===== src/c8x_pkg.sv =====
// ----------------------------------------------------------------------------
// c8x_pkg
// Shared types, operation codes and helpers of the CHIP-8 execute unit.
// ----------------------------------------------------------------------------
package c8x_pkg;

	localparam int unsigned STACK_DEPTH_DEF = 16;

	localparam logic [4:0] OP_RET   = 5'd0;
	localparam logic [4:0] OP_JP    = 5'd1;
	localparam logic [4:0] OP_CALL  = 5'd2;
	localparam logic [4:0] OP_SEQI  = 5'd3;
	localparam logic [4:0] OP_SNEI  = 5'd4;
	localparam logic [4:0] OP_SEQR  = 5'd5;
	localparam logic [4:0] OP_LDI   = 5'd6;
	localparam logic [4:0] OP_ADDI  = 5'd7;
	localparam logic [4:0] OP_LDR   = 5'd8;
	localparam logic [4:0] OP_OR    = 5'd9;
	localparam logic [4:0] OP_AND   = 5'd10;
	localparam logic [4:0] OP_XOR   = 5'd11;
	localparam logic [4:0] OP_ADD   = 5'd12;
	localparam logic [4:0] OP_SUB   = 5'd13;
	localparam logic [4:0] OP_SHR   = 5'd14;
	localparam logic [4:0] OP_SUBN  = 5'd15;
	localparam logic [4:0] OP_SHL   = 5'd16;
	localparam logic [4:0] OP_SNER  = 5'd17;
	localparam logic [4:0] OP_LDIX  = 5'd18;
	localparam logic [4:0] OP_JPOFF = 5'd19;
	localparam logic [4:0] OP_SKP   = 5'd20;
	localparam logic [4:0] OP_SKNP  = 5'd21;
	localparam logic [4:0] OP_LDDT  = 5'd22;
	localparam logic [4:0] OP_SETDT = 5'd23;
	localparam logic [4:0] OP_SETST = 5'd24;
	localparam logic [4:0] OP_ADDIX = 5'd25;
	localparam logic [4:0] OP_BCD   = 5'd26;
	localparam logic [4:0] OP_DUMP  = 5'd27;

	localparam logic [2:0] CFG_LOGIC_CLR = 3'd0;
	localparam logic [2:0] CFG_SHIFT_VY  = 3'd1;
	localparam logic [2:0] CFG_JP_V0     = 3'd2;
	localparam logic [2:0] CFG_DUMP_ADV  = 3'd3;
	localparam logic [2:0] CFG_START     = 3'd4;

	localparam logic [11:0] START_RESET = 12'd512;

	localparam logic [1:0] ST_OK    = 2'd0;
	localparam logic [1:0] ST_OVER  = 2'd1;
	localparam logic [1:0] ST_UNDER = 2'd2;

	localparam logic [1:0] TW_NONE  = 2'd0;
	localparam logic [1:0] TW_DELAY = 2'd1;
	localparam logic [1:0] TW_SOUND = 2'd2;

	localparam logic [3:0] FLAG_REG = 4'hf;

	typedef struct packed {
		logic        logic_clr;
		logic        shift_vy;
		logic        jp_v0;
		logic        dump_adv;
		logic [11:0] start;
		logic        start_load;
	} cfg_t;

	typedef struct packed {
		logic [4:0]  op;
		logic [3:0]  x;
		logic [3:0]  y;
		logic [11:0] addr;
		logic [15:0] keys;
		logic [7:0]  delay;
		logic        multi;
	} item_t;

	typedef struct packed {
		logic [15:0] next_pc;
		logic [15:0] index_value;
		logic        mem_write;
		logic [15:0] mem_address;
		logic [7:0]  mem_data;
		logic [1:0]  timer_write;
		logic [7:0]  timer_value;
		logic [1:0]  status;
		logic        last;
	} res_t;

	// hundreds, tens, ones of a byte; tens by reciprocal 205/2048
	function automatic logic [11:0] bcd_digits(input logic [7:0] v);
		logic [1:0]  h;
		logic [7:0]  r;
		logic [14:0] p;
		logic [3:0]  t;
		logic [7:0]  o;
		h = (v >= 8'd200) ? 2'd2 : (v >= 8'd100) ? 2'd1 : 2'd0;
		r = v - 8'(h * 7'd100);
		p = 15'(r[6:0]) * 15'd205;
		t = p[14:11];
		o = r - 8'(t * 4'd10);
		return {2'b00, h, t, o[3:0]};
	endfunction

endpackage


===== src/c8x_front.sv =====
// ----------------------------------------------------------------------------
// c8x_front
// Input queue: accepts instruction beats, decodes operand fields, two deep.
// ----------------------------------------------------------------------------
module c8x_front (
	input  logic             clk,
	input  logic             arst_n,
	input  logic             push,
	output logic             full,
	input  logic [4:0]       operation,
	input  logic [15:0]      opcode,
	input  logic [15:0]      key_mask,
	input  logic [7:0]       delay_now,
	output logic             item_valid,
	output c8x_pkg::item_t   item,
	input  logic             item_take
);

	c8x_pkg::item_t ent_q [2];
	logic           wr_ptr_q;
	logic           rd_ptr_q;
	logic [1:0]     count_q;
	logic           do_push;
	logic           do_pop;
	c8x_pkg::item_t dec;

	assign full       = (count_q == 2'd2);
	assign item_valid = (count_q != 2'd0);
	assign item       = ent_q[rd_ptr_q];
	assign do_push    = push && !full;
	assign do_pop     = item_take && item_valid;

	always_comb begin
		dec.op    = operation;
		dec.x     = opcode[11:8];
		dec.y     = opcode[7:4];
		dec.addr  = opcode[11:0];
		dec.keys  = key_mask;
		dec.delay = delay_now;
		dec.multi = (operation == c8x_pkg::OP_BCD) || (operation == c8x_pkg::OP_DUMP);
	end

	always_ff @(posedge clk) begin
		if (do_push) begin
			ent_q[wr_ptr_q] <= dec;
		end
	end

	always_ff @(posedge clk or negedge arst_n) begin
		if (!arst_n) begin
			wr_ptr_q <= 1'b0;
			rd_ptr_q <= 1'b0;
			count_q  <= 2'd0;
		end else begin
			if (do_push) wr_ptr_q <= !wr_ptr_q;
			if (do_pop) rd_ptr_q <= !rd_ptr_q;
			count_q <= count_q + 2'(do_push) - 2'(do_pop);
		end
	end

endmodule


===== src/c8x_back.sv =====
// ----------------------------------------------------------------------------
// c8x_back
// Execution sequencer: register file, PC, I, return stack and result register.
// ----------------------------------------------------------------------------
module c8x_back #(
	parameter int unsigned STACK_DEPTH = c8x_pkg::STACK_DEPTH_DEF
) (
	input  logic             clk,
	input  logic             arst_n,
	input  c8x_pkg::cfg_t    cfg,
	input  logic             item_valid,
	input  c8x_pkg::item_t   item,
	output logic             item_take,
	output logic             res_valid,
	output c8x_pkg::res_t    res,
	input  logic             res_pop
);

	localparam int unsigned SW = (STACK_DEPTH > 1) ? $clog2(STACK_DEPTH) : 1;
	localparam int unsigned LW = $clog2(STACK_DEPTH + 1);

	typedef enum logic [6:0] {
		S_IDLE  = 7'b0000001,
		S_EXEC  = 7'b0000010,
		S_FLAG  = 7'b0000100,
		S_EMIT  = 7'b0001000,
		S_BCD   = 7'b0010000,
		S_DREAD = 7'b0100000,
		S_DOUT  = 7'b1000000
	} state_t;

	state_t         state_q;
	c8x_pkg::item_t cur_q;
	logic [15:0]    pc_q;
	logic [15:0]    ix_q;
	logic [15:0]    base_q;
	logic [LW-1:0]  level_q;
	logic [3:0]     k_q;
	logic [1:0]     st_q;
	logic [1:0]     tw_q;
	logic [7:0]     tv_q;
	logic [11:0]    bcd_q;
	logic [7:0]     flag_val_q;

	logic [7:0]     rf [16];
	logic [15:0]    vld_q;
	logic [7:0]     rd_a_q;
	logic [7:0]     rd_b_q;
	logic [15:0]    stk [STACK_DEPTH];
	logic [15:0]    stk_rd_q;

	logic           rf_re;
	logic [3:0]     ra;
	logic [3:0]     rb;
	logic           rf_we;
	logic [3:0]     wa;
	logic [7:0]     wd;
	logic [LW-1:0]  lvl_m1;
	logic [SW-1:0]  stk_raddr;
	logic           stk_we;

	logic           out_free;
	logic           emit;
	c8x_pkg::res_t  emit_res;
	logic           out_valid_q;
	c8x_pkg::res_t  out_q;

	// execute-cycle results
	logic [7:0]     vx;
	logic [7:0]     vy;
	logic [15:0]    pc_inc;
	logic [15:0]    pc_n;
	logic [15:0]    ix_n;
	logic [LW-1:0]  level_n;
	logic           skip;
	logic           vx_we;
	logic [7:0]     vx_n;
	logic           fl_we;
	logic [7:0]     fl_n;
	logic [1:0]     st_n;
	logic [1:0]     tw_n;
	logic [8:0]     sum9;
	logic [7:0]     sh_src;
	logic           key;
	logic           err_under;
	logic           err_over;

	assign out_free  = !out_valid_q || res_pop;
	assign res_valid = out_valid_q;
	assign res       = out_q;
	assign item_take = (state_q == S_IDLE) && item_valid;

	assign lvl_m1    = level_q - LW'(1);
	assign stk_raddr = lvl_m1[SW-1:0];

	// register file read addresses
	always_comb begin
		rf_re = 1'b0;
		ra    = item.x;
		rb    = item.y;
		if (state_q == S_IDLE) begin
			rf_re = item_valid;
			if (item.op == c8x_pkg::OP_JPOFF && cfg.jp_v0) rb = 4'h0;
		end else if (state_q == S_DREAD) begin
			rf_re = 1'b1;
			ra    = k_q;
		end
	end

	always_ff @(posedge clk) begin
		if (rf_we) rf[wa] <= wd;
		if (rf_re) begin
			rd_a_q <= vld_q[ra] ? rf[ra] : 8'h00;
			rd_b_q <= vld_q[rb] ? rf[rb] : 8'h00;
		end
		if (stk_we) stk[level_q[SW-1:0]] <= pc_inc;
		if (item_take) stk_rd_q <= stk[stk_raddr];
	end

	// execute
	always_comb begin
		logic is_logic;
		is_logic  = (cur_q.op == c8x_pkg::OP_OR) || (cur_q.op == c8x_pkg::OP_AND)
		         || (cur_q.op == c8x_pkg::OP_XOR);
		vx        = rd_a_q;
		vy        = rd_b_q;
		if (is_logic && cfg.logic_clr) begin
			if (cur_q.x == c8x_pkg::FLAG_REG) vx = 8'h00;
			if (cur_q.y == c8x_pkg::FLAG_REG) vy = 8'h00;
		end
		err_under = (cur_q.op == c8x_pkg::OP_RET) && (level_q == LW'(0));
		err_over  = (cur_q.op == c8x_pkg::OP_CALL) && (level_q >= LW'(STACK_DEPTH));
		pc_inc    = pc_q + 16'd2;
		pc_n      = pc_inc;
		ix_n      = ix_q;
		level_n   = level_q;
		skip      = 1'b0;
		vx_we     = 1'b0;
		vx_n      = 8'h00;
		fl_we     = 1'b0;
		fl_n      = 8'h00;
		st_n      = c8x_pkg::ST_OK;
		tw_n      = c8x_pkg::TW_NONE;
		sum9      = 9'd0;
		sh_src    = cfg.shift_vy ? vy : vx;
		key       = vx[7:4] == 4'h0 ? cur_q.keys[vx[3:0]] : 1'b0;
		stk_we    = 1'b0;
		case (cur_q.op)
			c8x_pkg::OP_RET: begin
				pc_n    = stk_rd_q;
				level_n = lvl_m1;
			end
			c8x_pkg::OP_JP: pc_n = {4'h0, cur_q.addr};
			c8x_pkg::OP_CALL: begin
				stk_we  = (state_q == S_EXEC) && !err_over;
				level_n = level_q + LW'(1);
				pc_n    = {4'h0, cur_q.addr};
			end
			c8x_pkg::OP_SEQI: skip = (vx == cur_q.addr[7:0]);
			c8x_pkg::OP_SNEI: skip = (vx != cur_q.addr[7:0]);
			c8x_pkg::OP_SEQR: skip = (vx == vy);
			c8x_pkg::OP_SNER: skip = (vx != vy);
			c8x_pkg::OP_LDI: begin vx_we = 1'b1; vx_n = cur_q.addr[7:0]; end
			c8x_pkg::OP_ADDI: begin vx_we = 1'b1; vx_n = vx + cur_q.addr[7:0]; end
			c8x_pkg::OP_LDR: begin vx_we = 1'b1; vx_n = vy; end
			c8x_pkg::OP_OR, c8x_pkg::OP_AND, c8x_pkg::OP_XOR: begin
				vx_we = 1'b1;
				vx_n  = (cur_q.op == c8x_pkg::OP_OR) ? (vx | vy)
				      : (cur_q.op == c8x_pkg::OP_AND) ? (vx & vy) : (vx ^ vy);
				fl_we = cfg.logic_clr && (cur_q.x != c8x_pkg::FLAG_REG);
			end
			c8x_pkg::OP_ADD: begin
				sum9  = {1'b0, vx} + {1'b0, vy};
				vx_we = 1'b1;
				vx_n  = sum9[7:0];
				fl_we = 1'b1;
				fl_n  = {7'h00, sum9[8]};
			end
			c8x_pkg::OP_SUB: begin
				vx_we = 1'b1;
				vx_n  = vx - vy;
				fl_we = 1'b1;
				fl_n  = {7'h00, vx >= vy};
			end
			c8x_pkg::OP_SUBN: begin
				vx_we = 1'b1;
				vx_n  = vy - vx;
				fl_we = 1'b1;
				fl_n  = {7'h00, vy >= vx};
			end
			c8x_pkg::OP_SHR: begin
				vx_we = 1'b1;
				vx_n  = {1'b0, sh_src[7:1]};
				fl_we = 1'b1;
				fl_n  = {7'h00, sh_src[0]};
			end
			c8x_pkg::OP_SHL: begin
				vx_we = 1'b1;
				vx_n  = {sh_src[6:0], 1'b0};
				fl_we = 1'b1;
				fl_n  = {7'h00, sh_src[7]};
			end
			c8x_pkg::OP_LDIX: ix_n = {4'h0, cur_q.addr};
			// port b holds V0 when the quirk is on, else offset comes from vx
			c8x_pkg::OP_JPOFF: pc_n = {4'h0, cur_q.addr} + {8'h00, cfg.jp_v0 ? vy : vx};
			c8x_pkg::OP_SKP: skip = key;
			c8x_pkg::OP_SKNP: skip = !key;
			c8x_pkg::OP_LDDT: begin vx_we = 1'b1; vx_n = cur_q.delay; end
			c8x_pkg::OP_SETDT: tw_n = c8x_pkg::TW_DELAY;
			c8x_pkg::OP_SETST: tw_n = c8x_pkg::TW_SOUND;
			c8x_pkg::OP_ADDIX: ix_n = ix_q + {8'h00, vx};
			c8x_pkg::OP_DUMP: begin
				if (cfg.dump_adv) ix_n = ix_q + {12'h000, cur_q.x} + 16'd1;
			end
			default: ;
		endcase
		if (skip) pc_n = pc_inc + 16'd2;
		// failed call or return leaves everything as it was
		if (err_under || err_over) begin
			pc_n    = pc_q;
			ix_n    = ix_q;
			level_n = level_q;
			vx_we   = 1'b0;
			fl_we   = 1'b0;
			st_n    = err_under ? c8x_pkg::ST_UNDER : c8x_pkg::ST_OVER;
		end
	end

	// register file write port: vx in execute, flag in the following S_FLAG state
	always_comb begin
		rf_we = 1'b0;
		wa    = cur_q.x;
		wd    = vx_n;
		if (state_q == S_EXEC) begin
			rf_we = vx_we;
		end else if (state_q == S_FLAG) begin
			rf_we = 1'b1;
			wa    = c8x_pkg::FLAG_REG;
			wd    = flag_val_q;
		end
	end

	// result beat
	always_comb begin
		emit_res.next_pc     = pc_q;
		emit_res.index_value = ix_q;
		emit_res.mem_write   = 1'b0;
		emit_res.mem_address = 16'h0000;
		emit_res.mem_data    = 8'h00;
		emit_res.timer_write = tw_q;
		emit_res.timer_value = tv_q;
		emit_res.status      = st_q;
		emit_res.last        = 1'b1;
		emit = 1'b0;
		case (state_q)
			S_EMIT: emit = out_free;
			S_BCD: begin
				emit                 = out_free;
				emit_res.mem_write   = 1'b1;
				emit_res.mem_address = base_q + {12'h000, k_q};
				emit_res.mem_data    = (k_q == 4'd0) ? {4'h0, bcd_q[11:8]}
				                     : (k_q == 4'd1) ? {4'h0, bcd_q[7:4]}
				                     : {4'h0, bcd_q[3:0]};
				emit_res.last        = (k_q == 4'd2);
			end
			S_DOUT: begin
				emit                 = out_free;
				emit_res.mem_write   = 1'b1;
				emit_res.mem_address = base_q + {12'h000, k_q};
				emit_res.mem_data    = rd_a_q;
				emit_res.last        = (k_q == cur_q.x);
			end
			default: ;
		endcase
	end

	always_ff @(posedge clk) begin
		if (item_take) cur_q <= item;
		if (emit) out_q <= emit_res;
		if (state_q == S_EXEC) begin
			st_q       <= st_n;
			tw_q       <= tw_n;
			tv_q       <= (tw_n == c8x_pkg::TW_NONE) ? 8'h00 : vx;
			bcd_q      <= c8x_pkg::bcd_digits(vx);
			base_q     <= ix_q;
			flag_val_q <= fl_n;
		end
	end

	always_ff @(posedge clk or negedge arst_n) begin
		if (!arst_n) begin
			state_q     <= S_IDLE;
			pc_q        <= {4'h0, c8x_pkg::START_RESET};
			ix_q        <= 16'h0000;
			level_q     <= '0;
			k_q         <= 4'd0;
			vld_q       <= 16'h0000;
			out_valid_q <= 1'b0;
		end else begin
			if (rf_we) vld_q[wa] <= 1'b1;
			if (emit) out_valid_q <= 1'b1;
			else if (res_pop) out_valid_q <= 1'b0;
			if (cfg.start_load) pc_q <= {4'h0, cfg.start};
			case (state_q)
				S_IDLE: begin
					if (item_valid) state_q <= S_EXEC;
				end
				S_EXEC: begin
					pc_q      <= pc_n;
					ix_q      <= ix_n;
					level_q   <= level_n;
					k_q       <= 4'd0;
					if (err_under || err_over) state_q <= S_EMIT;
					else if (cur_q.op == c8x_pkg::OP_BCD) state_q <= S_BCD;
					else if (cur_q.op == c8x_pkg::OP_DUMP) state_q <= S_DREAD;
					else if (fl_we) state_q <= S_FLAG;
					else state_q <= S_EMIT;
				end
				S_FLAG: state_q <= S_EMIT;
				S_EMIT: begin
					if (out_free) state_q <= S_IDLE;
				end
				S_BCD: begin
					if (out_free) begin
						k_q <= k_q + 4'd1;
						if (k_q == 4'd2) state_q <= S_IDLE;
					end
				end
				S_DREAD: state_q <= S_DOUT;
				S_DOUT: begin
					if (out_free) begin
						if (k_q == cur_q.x) begin
							state_q <= S_IDLE;
						end else begin
							k_q     <= k_q + 4'd1;
							state_q <= S_DREAD;
						end
					end
				end
				default: state_q <= S_IDLE;
			endcase
		end
	end

endmodule


===== src/chip8_register_alu_execute_unit.sv =====
// Each accepted beat passes issue with register file read, execute, optional
// flag write and result load; the next beat is taken only back in idle.
// BCD gives one result a cycle while the result register is free; dump
// alternates a register file read and a result (one read port per result).
// Reset: V0..VF read as zero through valid bits, PC = 512, I = 0, stack empty;
// return stack contents undefined until pushed.
// ----------------------------------------------------------------------------
// chip8_register_alu_execute_unit
// CHIP-8 instruction execute unit with input queue and result register.
// ----------------------------------------------------------------------------
module chip8_register_alu_execute_unit #(
	parameter int unsigned STACK_DEPTH = c8x_pkg::STACK_DEPTH_DEF
) (
	input  logic        clk,
	input  logic        arst_n,
	input  logic        push,
	output logic        full,
	input  logic [4:0]  operation,
	input  logic [15:0] opcode,
	input  logic [15:0] key_mask,
	input  logic [7:0]  delay_now,
	output logic        empty,
	input  logic        pop,
	output logic [15:0] next_pc,
	output logic [15:0] index_value,
	output logic        mem_write,
	output logic [15:0] mem_address,
	output logic [7:0]  mem_data,
	output logic [1:0]  timer_write,
	output logic [7:0]  timer_value,
	output logic [1:0]  status,
	output logic        last,
	input  logic        cfg_write,
	input  logic [2:0]  cfg_index,
	input  logic [11:0] cfg_data
);

	c8x_pkg::cfg_t  cfg;
	logic           logic_clr_q;
	logic           shift_vy_q;
	logic           jp_v0_q;
	logic           dump_adv_q;
	logic           item_valid;
	c8x_pkg::item_t item;
	logic           item_take;
	logic           res_valid;
	c8x_pkg::res_t  res;

	// start address goes straight into the PC, nothing else keeps it
	always_ff @(posedge clk or negedge arst_n) begin
		if (!arst_n) begin
			logic_clr_q <= 1'b1;
			shift_vy_q  <= 1'b0;
			jp_v0_q     <= 1'b1;
			dump_adv_q  <= 1'b1;
		end else if (cfg_write) begin
			case (cfg_index)
				c8x_pkg::CFG_LOGIC_CLR: logic_clr_q <= cfg_data[0];
				c8x_pkg::CFG_SHIFT_VY:  shift_vy_q  <= cfg_data[0];
				c8x_pkg::CFG_JP_V0:     jp_v0_q     <= cfg_data[0];
				c8x_pkg::CFG_DUMP_ADV:  dump_adv_q  <= cfg_data[0];
				default: ;
			endcase
		end
	end

	always_comb begin
		cfg.logic_clr  = logic_clr_q;
		cfg.shift_vy   = shift_vy_q;
		cfg.jp_v0      = jp_v0_q;
		cfg.dump_adv   = dump_adv_q;
		cfg.start      = cfg_data;
		cfg.start_load = cfg_write && (cfg_index == c8x_pkg::CFG_START);
	end

	c8x_front u_front (
		.clk        (clk),
		.arst_n     (arst_n),
		.push       (push),
		.full       (full),
		.operation  (operation),
		.opcode     (opcode),
		.key_mask   (key_mask),
		.delay_now  (delay_now),
		.item_valid (item_valid),
		.item       (item),
		.item_take  (item_take)
	);

	c8x_back #(
		.STACK_DEPTH (STACK_DEPTH)
	) u_back (
		.clk        (clk),
		.arst_n     (arst_n),
		.cfg        (cfg),
		.item_valid (item_valid),
		.item       (item),
		.item_take  (item_take),
		.res_valid  (res_valid),
		.res        (res),
		.res_pop    (pop)
	);

	assign empty       = !res_valid;
	assign next_pc     = res.next_pc;
	assign index_value = res.index_value;
	assign mem_write   = res.mem_write;
	assign mem_address = res.mem_address;
	assign mem_data    = res.mem_data;
	assign timer_write = res.timer_write;
	assign timer_value = res.timer_value;
	assign status      = res.status;
	assign last        = res.last;

`ifndef SYNTH
	a_err_single: assert property (@(posedge clk) disable iff (!arst_n)
		(!empty && status != c8x_pkg::ST_OK) |-> (last && !mem_write))
		else $error("stack error beat is not a single result");
	a_mem_no_timer: assert property (@(posedge clk) disable iff (!arst_n)
		(!empty && mem_write) |-> (timer_write == c8x_pkg::TW_NONE))
		else $error("memory write beat carries a timer load");
	a_status_code: assert property (@(posedge clk) disable iff (!arst_n)
		!empty |-> (status != 2'd3 && timer_write != 2'd3))
		else $error("undefined status or timer code");
`endif

endmodule

===== config.mk =====
export PLATFORM = sky130hd
export DESIGN_NAME = chip8_register_alu_execute_unit
export DESIGN_NICKNAME = d
export VERILOG_FILES = /design/src/c8x_pkg.sv /design/src/c8x_front.sv /design/src/c8x_back.sv /design/src/chip8_register_alu_execute_unit.sv
export SDC_FILE = /design/constraint.sdc
export NUM_CORES = 1
export LEC_CHECK = 0
export BUFFER_PORTS_ARGS = -buffer_cell sky130_fd_sc_hd__buf_2
export CAP_MARGIN = 20
export CORE_UTILIZATION = 45
export DETAILED_ROUTE_END_ITERATION = 10
export SYNTH_ARGS = -nofsm -noshare
export SYNTH_HDL_FRONTEND = slang
export SYNTH_SLANG_ARGS = --single-unit

===== constraint.sdc =====
create_clock -name clk -period 8.25 [get_ports clk]
set_input_delay 1.65 -clock clk [delete_from_list [all_inputs] [get_ports clk]]
set_output_delay 1.65 -clock clk [all_outputs]
set_load 0.03 [all_outputs]

==> metrics.txt <==
post-synth cell types=97; Worst EP required=8.61 ns; Yosys top cell area share=56.1%; Slew @ Worst Pin=1.12 ns; Total Neg Setup Slack=0 ns; Post-CTS Setup Bufs=0; P_leak=0.0141 uW; CTS max path bufs=3; DRT iter0 DRCs=2201; Seq pwr share=31.3%; post-route antenna net violation count=0; Final setup viols=0; hold_sp=u_back.tv_q[2]; TritonCTS Buffers=78; Total GRT Usage=25.3%; placeable core region=76100 sq um; Chip Width=280 um; worst r2r path cells=30; Root Buffer=clkbuf_16; final wirelength=98200 um; area leader, netlist=edfxtp_1; FILL cells=6428; hold-fix buffers at CTS=0; pin count of the biggest net entering global routing=59; CP max stage cell=nor3b_4; global route total overflow=0; Place WS=0.754 ns; met2 Usage GRT=42.1%; Hold Vio Cnt, Final=0; Worst Path Arrival=7.85 ns; clock network power share=18.1%; Async SR Flop Fraction=10.1%; post-synthesis cell area=34700 sq um; starting density of the core=45.6%; number of global-route vias before repair=22200; number of nets in the layout=2811; crit path time final=7.49 ns; FF-to-FF End=u_back.bcd_q[3]; clock-pin slew on the worst setup and hold paths=0.06 ns; Switch Pwr=7720 uW; VDD IR max=0.765 mV; die area=78200 sq um; syn_nets=2629; status=finished, final reports clean; Int Power=11400 uW; pwr/cell area=485 nW/um^2; Post-synth EDFFs=648; # rows=101; critical path class=flop to flop; CP max stage delay=0.51 ns; critical path's most frequent cell=ha_1; Clock Latency Late Sink=0.64 ns; switch share=40.3%; first-pass GRT wire length=145000 um; synth warn=0; via/cell ratio=5.98; worst-path fanout max=6; Slew headroom=23.2%; TritonCTS Sinks=721; Main synth FF type=edfxtp_1; Synth area leaders=edfxtp_1 (56%), mux4_2 (8.4%), dfrtp_1 (4.9%); via count=22200; Tcrit/Tclk final=90.8%; initial antenna violation count=3; share of cells above drive strength 1=21.4%; crit-path leading delay family=adder cells; CP endpoint=u_back.bcd_q[3]; Die Span Y=280 um; Syn Inst Count=2437; placer's final routability congestion estimate=0.973; Global Route met3 Usage=3.27%; crit path launch type=flop; #FFs+latches synth=721; Mean Syn Cell Area=14.2 sq um; Resize count post-CTS=0; fmax=133 MHz; busiest grt layer=met2; # DRC=0; unrepaired setup endpoints after global routing=false; combinational power share=50.6%; CP Depth=30; Ports=137; CP bufs+invs=5; sequential share of the synthesized area=61.4%; origin of the critical flop-to-flop path=u_back.cur_q[49]; port buffer count=132; Routed WL per cell=26.4 um; skew final=0.0277 ns; commonest cells in the netlist=edfxtp_1 (648), nor2_1 (164), nand2_1 (161); Slew Limit Fails=0; Final HPWL DP=67400 um; reg-to-reg setup timing slack=0.76 ns; Layout area overhead=13.8%; Critical Path End Type=flop; total power=19200 uW; worst min path class=flop to flop; post-route setup slack=0.758 ns; most frequent cell after synthesis=edfxtp_1; met1 GRT Util=34.1%; Maximum Capacitance Violations=0; CTS tree=built; TritonRoute pass-1 iters=7; H-tree depth=3; CP startpoint=u_back.cur_q[49]
[registers in the layout, summed over array words and instances, names as in the netlist, 2 cells and up]
signal and flops:
u_back.stk 256, u_back.rf 128, u_front.ent_q 82, u_back.res 70, u_back.cur_q 41, u_back.base_q 16
u_back.ix_q 16, u_back.pc_q 16, u_back.stk_rd_q 16, u_back.vld_q 16, u_back.bcd_q 10, u_back.rd_a_q 8
u_back.rd_b_q 8, u_back.tv_q 8, u_back.state_q 7, u_back.level_q 5, u_back.k_q 4, u_back.st_q 2
u_back.tw_q 2, u_front.count_q 2
[cell usage in the layout, fill, tap and decap left out, drive strengths merged, types with 25 or more instances in the layout]
cell type / instances
o21ai: 106
a31oi: 32
or2: 25
nor2: 164
buf: 214
xor2: 42
a211oi: 37
dfrtp: 68
ha: 110
clkbuf: 112
nand3: 46
nor3: 28
mux2: 45
mux2i: 58
inv: 90
a21oi: 116
xnor2: 39
and2: 38
mux4: 129
edfxtp: 648
nand2: 162
[power groups by stage]
| stage | logic, uW | clock network, uW | registers [uW] |
|---|---|---|---|
| floorplan | 6990 | 0 | 5780 |
| finish | 9690 | 3470 | 6000 |
| global placement | 9530 | 0 | 6060 |
| CTS | 9760 | 3530 | 6000 |
| detailed placement | 9710 | 0 | 6070 |
| global route | 10700 | 3650 | 6060 |
[layout make-up]
type	instances	area (sq um)	share of cell area [%]
diodes	1	2.50	0.00634
clock inverters	33	345	0.875
well taps	1030	1290	3.26
clock buffers	109	2190	5.55
flip-flops and latches	721	21300	53.9
inverters	87	327	0.827
repair buffers	217	1320	3.34
multi-input cells	1514	12700	32.2
[metrics by stage]
step / hold WS (ns) / area, sq um / cells / utilization, %
after floorplan: 0.400 / 34700 / 2437 / -
after global routing: 0.422 / 39500 / 3711 / 51.9
after CTS: 0.414 / 39400 / 3702 / 51.8
after detailed placement: 0.405 / 36900 / 3560 / 48.4
after global placement: 0.412 / 36800 / 3558 / 48.4
final: 0.412 / 39500 / 3712 / 51.9
[cell families after synthesis]
logic type               Yosys count  synth area share, %
XOR/XNOR                          82                 2.11
AO/OA/AOI/OAI                    483                 9.28
adder cells (fa/ha/maj)          127                 4.95
AND/OR/NAND/NOR                  590                 8.40
buffers and inverters            202                 2.37
multiplexers                     232                 11.5
flip-flops                       721                 61.4
[how the worst min path moves through the flow]
stage | slack (ns) | cells after the start | endpoint
5_1_grt | 0.42 | 0 | u_back.res[7]
2_1_floorplan | 0.40 | 0 | u_back.res[10]
6_report | 0.41 | 0 | u_back.res[5]
3_5_place_dp | 0.40 | 0 | u_back.res[5]
4_1_cts | 0.41 | 0 | u_back.res[5]
3_3_place_gp | 0.41 | 0 | u_back.res[4]
[metal layers]
metal | routed length, um | part of all wire, %
met1 | 41100 | 42
met5 | 22 | 0.022
met2 | 48100 | 49
met4 | 3320 | 3.4
met3 | 5590 | 5.7
Power figures use the tool's default switching activity.
